--- src/rtl/srsg_pkg.sv ---
// ============================================================================
// srsg_pkg
// Shared types, constants and tables for the stepper ramp step generator.
// ============================================================================
package srsg_pkg;

    // Number of steps in each of the acceleration and deceleration ramps.
    localparam int RAMP_STEPS = 16;
    localparam int RAMP_IDX_W = $clog2(RAMP_STEPS);

    localparam int STEP_W  = 16;
    localparam int DELAY_W = 8;
    localparam int COIL_W  = 8;

    localparam logic [STEP_W-1:0]     RAMP_LEN      = STEP_W'(RAMP_STEPS);
    localparam logic [STEP_W-1:0]     MIN_RAMP_MOVE = STEP_W'(2 * RAMP_STEPS);
    localparam logic [RAMP_IDX_W-1:0] RAMP_LAST     = RAMP_IDX_W'(RAMP_STEPS - 1);
    localparam logic [DELAY_W-1:0]    CRUISE_RESET  = DELAY_W'(6);

    // Item kinds carried on the input tuser.
    localparam logic [1:0] MODE_TICK   = 2'd0;
    localparam logic [1:0] MODE_RAMPED = 2'd1;
    localparam logic [1:0] MODE_FIXED  = 2'd2;

    typedef struct packed {
        logic [1:0]         mode;
        logic [STEP_W-1:0]  step_count;
        logic               direction;
        logic [DELAY_W-1:0] step_delay;
    } t_item;

    typedef struct packed {
        logic [COIL_W-1:0] coil_pattern;
        logic              stepped;
        logic              busy_res;
        logic              rejected;
    } t_result;

    // Winding drive byte for each of the four phases.
    function automatic logic [COIL_W-1:0] coil_lookup(input logic [1:0] phase);
        logic [COIL_W-1:0] pat;
        case (phase)
            2'd0:    pat = 8'hD8;
            2'd1:    pat = 8'hB8;
            2'd2:    pat = 8'hB4;
            2'd3:    pat = 8'hD4;
            default: pat = 8'hD8;
        endcase
        return pat;
    endfunction

    // Acceleration delay in ticks for a ramp position.
    function automatic logic [DELAY_W-1:0] accel_lookup(input logic [RAMP_IDX_W-1:0] idx);
        logic [DELAY_W-1:0] d;
        case (idx)
            4'd0:    d = 8'd17;
            4'd1:    d = 8'd17;
            4'd2:    d = 8'd16;
            4'd3:    d = 8'd16;
            4'd4:    d = 8'd15;
            4'd5:    d = 8'd14;
            4'd6:    d = 8'd13;
            4'd7:    d = 8'd12;
            4'd8:    d = 8'd11;
            4'd9:    d = 8'd10;
            4'd10:   d = 8'd9;
            4'd11:   d = 8'd8;
            4'd12:   d = 8'd8;
            4'd13:   d = 8'd7;
            4'd14:   d = 8'd7;
            default: d = 8'd6;
        endcase
        return d;
    endfunction

endpackage

--- src/rtl/srsg_core.sv ---
// ============================================================================
// srsg_core
// Move state, cruise register and the combinational update for one item.
// ============================================================================
module srsg_core (
    input  logic                         i_clk,
    input  logic                         i_rst_n,
    input  logic                         i_cfg_wr_en,
    input  logic [srsg_pkg::DELAY_W-1:0] i_cfg_wr_data,
    input  logic                         i_en,
    input  srsg_pkg::t_item              i_item,
    output srsg_pkg::t_result            o_result
);

    logic [srsg_pkg::DELAY_W-1:0] r_cruise;
    logic [1:0]                   r_phase,       n_phase;
    logic                         r_moving,      n_moving;
    logic                         r_dir,         n_dir;
    logic                         r_ramped,      n_ramped;
    logic [srsg_pkg::STEP_W-1:0]  r_taken,       n_taken;
    logic [srsg_pkg::STEP_W-1:0]  r_total,       n_total;
    logic [srsg_pkg::DELAY_W-1:0] r_fixed,       n_fixed;
    logic [srsg_pkg::DELAY_W-1:0] r_ticks,       n_ticks;

    logic                         is_tick;
    logic                         is_start;
    logic                         start_ok;
    logic [srsg_pkg::STEP_W-1:0]  start_total;
    logic                         tick_due;
    logic                         more_steps;
    logic                         do_step;
    logic                         do_end;
    logic [srsg_pkg::STEP_W-1:0]  rev_pos;
    logic [srsg_pkg::RAMP_IDX_W-1:0] ramp_idx;
    logic [srsg_pkg::DELAY_W-1:0] step_delay;

    assign is_tick  = (i_item.mode == srsg_pkg::MODE_TICK);
    assign is_start = (i_item.mode == srsg_pkg::MODE_RAMPED) ||
                      (i_item.mode == srsg_pkg::MODE_FIXED);
    assign start_ok = is_start && !r_moving;

    // A short ramped move is stretched to cover both ramps.
    assign start_total = ((i_item.mode == srsg_pkg::MODE_RAMPED) &&
                          (i_item.step_count < srsg_pkg::MIN_RAMP_MOVE)) ?
                         srsg_pkg::MIN_RAMP_MOVE : i_item.step_count;

    assign tick_due   = is_tick && r_moving && (r_ticks <= 8'd1);
    assign more_steps = (r_taken < r_total);

    always_comb begin
        // Move description as seen by this item: freshly latched on a start.
        n_ramped = r_ramped;
        n_dir    = r_dir;
        n_total  = r_total;
        n_fixed  = r_fixed;
        if (start_ok) begin
            n_ramped = (i_item.mode == srsg_pkg::MODE_RAMPED);
            n_dir    = i_item.direction;
            n_total  = start_total;
            n_fixed  = n_ramped ? '0 :
                       ((i_item.step_delay == '0) ? 8'd1 : i_item.step_delay);
        end
    end

    assign do_step = start_ok ? (start_total != '0) : (tick_due && more_steps);
    assign do_end  = tick_due && !more_steps;

    // Deceleration reads the table backwards from the end of the move.
    always_comb begin
        logic [srsg_pkg::STEP_W-1:0] pos;
        pos     = start_ok ? '0 : r_taken;
        rev_pos = n_total - pos - 16'd1;
        if (pos < srsg_pkg::RAMP_LEN) begin
            ramp_idx = pos[srsg_pkg::RAMP_IDX_W-1:0];
        end else if (rev_pos >= srsg_pkg::RAMP_LEN) begin
            ramp_idx = srsg_pkg::RAMP_LAST;
        end else begin
            ramp_idx = rev_pos[srsg_pkg::RAMP_IDX_W-1:0];
        end
        if (!n_ramped) begin
            step_delay = n_fixed;
        end else if ((pos < srsg_pkg::RAMP_LEN) ||
                     (pos >= n_total - srsg_pkg::RAMP_LEN)) begin
            step_delay = srsg_pkg::accel_lookup(ramp_idx);
        end else begin
            step_delay = (r_cruise == '0) ? 8'd1 : r_cruise;
        end
    end

    always_comb begin
        n_phase  = r_phase;
        n_moving = r_moving;
        n_taken  = r_taken;
        n_ticks  = r_ticks;
        if (start_ok) begin
            n_moving = (start_total != '0);
            n_taken  = '0;
            n_ticks  = '0;
        end else if (do_end) begin
            n_moving = 1'b0;
            n_ticks  = '0;
        end else if (is_tick && r_moving && !tick_due) begin
            n_ticks = r_ticks - 8'd1;
        end
        if (do_step) begin
            n_phase = n_dir ? (r_phase - 2'd1) : (r_phase + 2'd1);
            n_ticks = step_delay;
            n_taken = (start_ok ? '0 : r_taken) + 16'd1;
        end
    end

    always_comb begin
        o_result.coil_pattern = srsg_pkg::coil_lookup(n_phase);
        o_result.stepped      = do_step;
        o_result.busy_res     = n_moving;
        o_result.rejected     = is_start && r_moving;
    end

    always_ff @(posedge i_clk) begin
        if (!i_rst_n) begin
            r_cruise <= srsg_pkg::CRUISE_RESET;
            r_phase  <= '0;
            r_moving <= 1'b0;
            r_dir    <= 1'b0;
            r_ramped <= 1'b0;
            r_taken  <= '0;
            r_total  <= '0;
            r_fixed  <= '0;
            r_ticks  <= '0;
        end else begin
            if (i_cfg_wr_en) begin
                r_cruise <= i_cfg_wr_data;
            end
            if (i_en) begin
                r_phase  <= n_phase;
                r_moving <= n_moving;
                r_dir    <= n_dir;
                r_ramped <= n_ramped;
                r_taken  <= n_taken;
                r_total  <= n_total;
                r_fixed  <= n_fixed;
                r_ticks  <= n_ticks;
            end
        end
    end

endmodule

--- src/rtl/stepper_ramp_step_generator_top.sv ---
// ============================================================================
// stepper_ramp_step_generator_top
// Stepper motor step generator with table-driven acceleration ramps.
// ============================================================================
// Usage:
// Each item on the slave stream is either a one-millisecond tick or a command
// that starts a move; tuser carries the kind (tick, ramped start, constant
// start) and tdata the step count, direction and constant step delay.
// Every accepted item produces exactly one result item on the master stream:
// the coil drive byte after the item, whether a step was taken, whether the
// block is still busy and whether a start was refused because a move was
// already running.
// The cruise delay register is written through a simple write-enable port
// and should only be changed while no move is in progress.
// An input register holds the accepted item; the move state and the result register
// are then updated together by one short pass of logic when the result register
// is free or emptying.
// Throughput is one item per cycle while the receiver does not stall; the only
// loop is the move state itself.
// When the receiver stalls, the result register holds its item and the input
// register can still take one more; after that s_axis_tready falls.
// Synchronous reset returns the phase to zero, ends any move, empties both
// registers and sets the cruise delay to six ticks.
// ============================================================================
module stepper_ramp_step_generator_top (
    input  logic        i_clk,
    input  logic        i_rst_n,
    // Configuration: cruise delay in ticks.
    input  logic        i_cfg_wr_en,
    input  logic [7:0]  i_cfg_wr_data,
    // Slave stream.
    input  logic        s_axis_tvalid,
    output logic        s_axis_tready,
    input  logic [31:0] s_axis_tdata,  // step_count[15:0], direction[16], step_delay[24:17]
    input  logic [1:0]  s_axis_tuser,  // mode[1:0]
    // Master stream.
    output logic        m_axis_tvalid,
    input  logic        m_axis_tready,
    output logic [15:0] m_axis_tdata   // coil_pattern[7:0], stepped[8], busy_res[9],
                                       // rejected[10]
);

    logic                r_in_valid;
    srsg_pkg::t_item     r_in_item;
    logic                r_out_valid;
    srsg_pkg::t_result   r_out_res;
    srsg_pkg::t_result   core_res;
    srsg_pkg::t_item     in_item;
    logic                advance;
    logic                in_accept;

    // The second stage moves whenever the result register is free or emptying.
    assign advance       = !r_out_valid || m_axis_tready;
    assign s_axis_tready = !r_in_valid || advance;
    assign in_accept     = s_axis_tvalid && s_axis_tready;

    always_comb begin
        in_item.mode       = s_axis_tuser;
        in_item.step_count = s_axis_tdata[15:0];
        in_item.direction  = s_axis_tdata[16];
        in_item.step_delay = s_axis_tdata[24:17];
    end

    srsg_core u_core (
        .i_clk         (i_clk),
        .i_rst_n       (i_rst_n),
        .i_cfg_wr_en   (i_cfg_wr_en),
        .i_cfg_wr_data (i_cfg_wr_data),
        .i_en          (r_in_valid && advance),
        .i_item        (r_in_item),
        .o_result      (core_res)
    );

    always_ff @(posedge i_clk) begin
        if (!i_rst_n) begin
            r_in_valid  <= 1'b0;
            r_out_valid <= 1'b0;
        end else begin
            if (in_accept) begin
                r_in_valid <= 1'b1;
            end else if (advance) begin
                r_in_valid <= 1'b0;
            end
            if (advance) begin
                r_out_valid <= r_in_valid;
            end
        end
    end

    // Payload registers carry no reset.
    always_ff @(posedge i_clk) begin
        if (in_accept) begin
            r_in_item <= in_item;
        end
        if (advance && r_in_valid) begin
            r_out_res <= core_res;
        end
    end

    assign m_axis_tvalid = r_out_valid;
    assign m_axis_tdata  = {5'd0, r_out_res.rejected, r_out_res.busy_res,
                            r_out_res.stepped, r_out_res.coil_pattern};

endmodule

--- config.mk ---
export PLATFORM = sky130hd
export DESIGN_NAME = stepper_ramp_step_generator_top
export DESIGN_NICKNAME = d
export VERILOG_FILES = /design/src/rtl/srsg_pkg.sv /design/src/rtl/srsg_core.sv /design/src/rtl/stepper_ramp_step_generator_top.sv
export SDC_FILE = /design/constraint.sdc
export NUM_CORES = 1
export LEC_CHECK = 0
export BUFFER_PORTS_ARGS = -buffer_cell sky130_fd_sc_hd__buf_2
export CAP_MARGIN = 20
export CORE_UTILIZATION = 55
export DETAILED_ROUTE_END_ITERATION = 7
export PLACE_DENSITY_LB_ADDON = 0.08
export SYNTH_ARGS = -nofsm -noshare
export SYNTH_HDL_FRONTEND = slang
export SYNTH_HIERARCHICAL = 1
export SYNTH_SLANG_ARGS = --single-unit
export TNS_END_PERCENT = 5
--- constraint.sdc ---
create_clock -name i_clk -period 4.75 [get_ports i_clk]
set_input_delay 0 -clock i_clk [delete_from_list [all_inputs] [get_ports i_clk]]
set_output_delay 0 -clock i_clk [all_outputs]
set_load 0.02 [all_outputs]
==> results.json <==
{
  "status": "finished clean",
  "fill_cells": 1034,
  "timing.hold.ws_ns": 0.0267,
  "number_of_enable_flip_flop_cells_after_synthesis": 38,
  "hold_path_depth": 3,
  "overflow": 0,
  "worst_path_max_delay_cell": "edfxtp_1",
  "placement.io_buffers": 52,
  "first_pass_iters": 5,
  "finish.instance_area_sq_mm": 0.00867,
  "drtAntennaViolNets": 0,
  "dp_hpwl_um": 14000,
  "kind_of_launch_point_of_the_worst_setup_path": "flop",
  "timing.final.max_slew_violations": 0,
  "start_util_pct": 56.2,
  "synth-seq-cells": 101,
  "powerDensity_mw_per_mm2": 288,
  "timing.critical_path.from": "r_in_item[24]",
  "syn-mean-instance-area_sq_um": 8.29,
  "detailed_route_iter0_violations": 626,
  "fp.coreArea_sq_mm": 0.0126,
  "clk_root_buffer_cell": "clkbuf_16",
  "tritoncts": "built",
  "regArea_sq_mm": 0.00240,
  "floorplan.die.height_um": 115,
  "first_global_vias": 6281,
  "detail_route.wl_per_cell_um": 17.2,
  "multiInputGateArea_sq_mm": 0.00444,
  "ios": 65,
  "dp_cells": 1088,
  "clk_path_buf_depth": 2,
  "cell_breakdown_of_the_critical_path": "nor4_4, and2_4, nand4b_1, buf_4, nand2_1, o21a_2, ha_4, nor2b_1, o31a_1, o21a_4, or2_4, a311oi_2, o32ai_2, nand4_1, o21ai_2, ha_1, or3_1, nor3_1, a2111oi_0, nor3_1",
  "grt_usage_pct": 30.5,
  "stdcell_count": 1149,
  "clock_sinks": 101,
  "max_freq_ghz": 0.219,
  "global_route_wire_length_before_repair_um": 31300,
  "timing.hold.worst.class": "primary input to flop",
  "synth.yosys.warnings": 6,
  "final_period_minus_worst_setup_slack_ns": 4.56,
  "syn_area_sq_mm": 0.00706,
  "clk_pin_slew_ns": 0.08,
  "timing_worst_slew_pin_value_ns": 0.948,
  "power_leakage_nw": 3.63,
  "clock_latency_ns": 0.35,
  "timing.critical_path.slowest_cell_delay_ns": 0.44,
  "synth.cells.most_frequent": "131 x nand2_1, 63 x dfxtp_1, 57 x inv_1",
  "routed_wirelength_um": 19800,
  "yosysMostFrequentCell": "nand2_1",
  "crit_path_max_fanout": 6,
  "worstReg2RegStart": "r_in_item[24]",
  "yosysTopAreaCell": "dfxtp_1",
  "setup.worst_path.end_class": "flop",
  "vias": 6559,
  "synth_largest_type_area_fraction_pct": 17.9,
  "area.growth.synth_to_final_pct": 22.7,
  "crit_top_cell": "nor3_1",
  "placement_rows": 41,
  "ys_top_cells_by_area": "dfxtp_1 18%, edfxtp_1 16%, ha_1 9.6%",
  "synth_flop_cell": "dfxtp_1",
  "postLayoutSetupSlackWorst_ns": 0.194,
  "worst_ep_arrival_time_ns": 4.84,
  "fraction_of_final_layout_cells_sized_beyond_drive_strength_1_pct": 18.4,
  "postSynthCellCount": 852,
  "worst_r2r_path_depth": 20,
  "place_congestion": 0.896,
  "finalNetCount": 1074,
  "setup_viol": 0,
  "synth_sequential_area_ratio_pct": 34.0,
  "timing.final.crit_share_pct": 95.9,
  "synth_cell_types": 75,
  "postSynth.asyncResetShare_pct": 0,
  "pre_cts_slack_ns": -0.241,
  "grt_max_degree": 66,
  "vias_per_cell": 5.71,
  "classification_of_the_worst_setup_path": "flop to flop",
  "clock_skew_ns": 0.0102,
  "placement.cell_area_sq_mm": 0.00775,
  "peakVddDrop_v": 0.000285,
  "cts.htree.levels": 3,
  "utilization_pct": 69.0,
  "initial_antenna_violation_count": 0,
  "dieArea_sq_mm": 0.0133,
  "cp_data_required_time_ns": 5.03,
  "slew_headroom_pct": 36.5,
  "cts-buffers-inserted": 9,
  "drc_errors": 0,
  "min_from": "m_axis_tready",
  "cap_viol_max_count": 0,
  "diodes": 0,
  "dieWidth_um": 115,
  "finalHoldViolCount": 0
}
==> final timing paths <==
kind | to | slack, ns
worst max-delay path | u_core/r_ticks[1] | 0.19
worst min-delay path | m_axis_tvalid | 0.03
worst max register to register | u_core/r_ticks[1] | 0.19
worst min register to register | u_core/r_total[11] | 0.47
==> stage by stage <==
| step | TNS (ns) | power [mW] |
|---|---|---|
| after global placement | -0.0314 | 1.66 |
| after CTS | 0 | 2.43 |
| final | 0 | 2.49 |
| after detailed placement | -0.241 | 1.67 |
| after floorplan | 0 | 1.45 |
| after global routing | -0.0739 | 2.61 |
==> metal layers <==
metal | global-route usage (%) | vias up | part of all wire [%]
met2 | 49.7 | 237 | 47
met1 | 40.9 | 3062 | 46
met3 | 6.59 | 23 | 6.3
li1 | - | 3237 | -
met4 | 8.40 | 0 | 1.4
met5 | 0 | - | 0
==> repair_timing <==
action	CTS	global route
endpoints found under the hold margin	36	0
hold buffers	37	0
setup buffers	0	7
pin swaps	0	17
resized for setup	6	42
endpoints found under the setup margin	1	8
gates cloned	0	1
==> power by group <==
group,switching (mW),internal [mW]
Sequential,0.0320,0.944
Combinational,0.434,0.339
Clock,0.373,0.371
==> registers in the layout, indices dropped and copies added, names as in the netlist <==
name	count
u_core/r_ticks	8
u_core/r_dir	1
u_core/r_ramped	1
u_core/r_moving	1
u_core/r_total	16
r_in_item	27
m_axis_tvalid	1
u_core/r_phase	2
u_core/r_taken	16
m_axis_tdata	11
r_in_valid	1
u_core/r_cruise	8
u_core/r_fixed	8
==> worst max-delay path: cells and delay by family, from the launching register on <==
family	cells	cell delay (ns)
AOI/OAI and AO/OA	7	1.30
DFF	1	0.44
buffers and inverters	1	0.22
and+or+nand+nor	10	2.07
adders and majority gates	2	0.43
==> kinds of logic (layout without fill, tap and decap cells) <==
family	after synthesis	after routing	share of synthesized area (%)
simple gates	346	346	25.1
compound gates	196	196	18.6
buf+inv	103	222	6.13
flops	101	101	34.0
fa+ha+maj	55	55	9.85
xor+xnor	36	36	4.46
mux	12	12	1.72
other cells	3	9	0.159
==> cell usage in the layout (no fill, tap or decap), types with 8 or more instances in the layout <==
cell	instances
a211oi_1	9
a21boi_0	23
a21o_1	10
a21oi_1	39
and2_1	25
buf_2	52
buf_4	55
clkbuf_16	10
conb_1	9
dfxtp_1	63
dlygate4sd3_1	37
edfxtp_1	38
ha_1	50
inv_1	57
mux2i_1	11
nand2_1	131
nand2b_1	15
nand3_1	23
nand4_1	8
nor2_1	39
nor2b_1	19
nor3_1	20
nor4_1	9
o211ai_1	8
o21ai_0	36
o21ai_1	8
xnor2_1	27
xor2_1	8
==> final cells by class <==
class,instances,share of cell area [%]
inverter,59,2.55
clock inverter,6,0.736
sequential,101,27.7
tap,172,2.48
timing repair buffer,147,12.7
clock buffer,10,2.64
multi-input combinational,654,51.2
(Power assumes the default switching activity.)
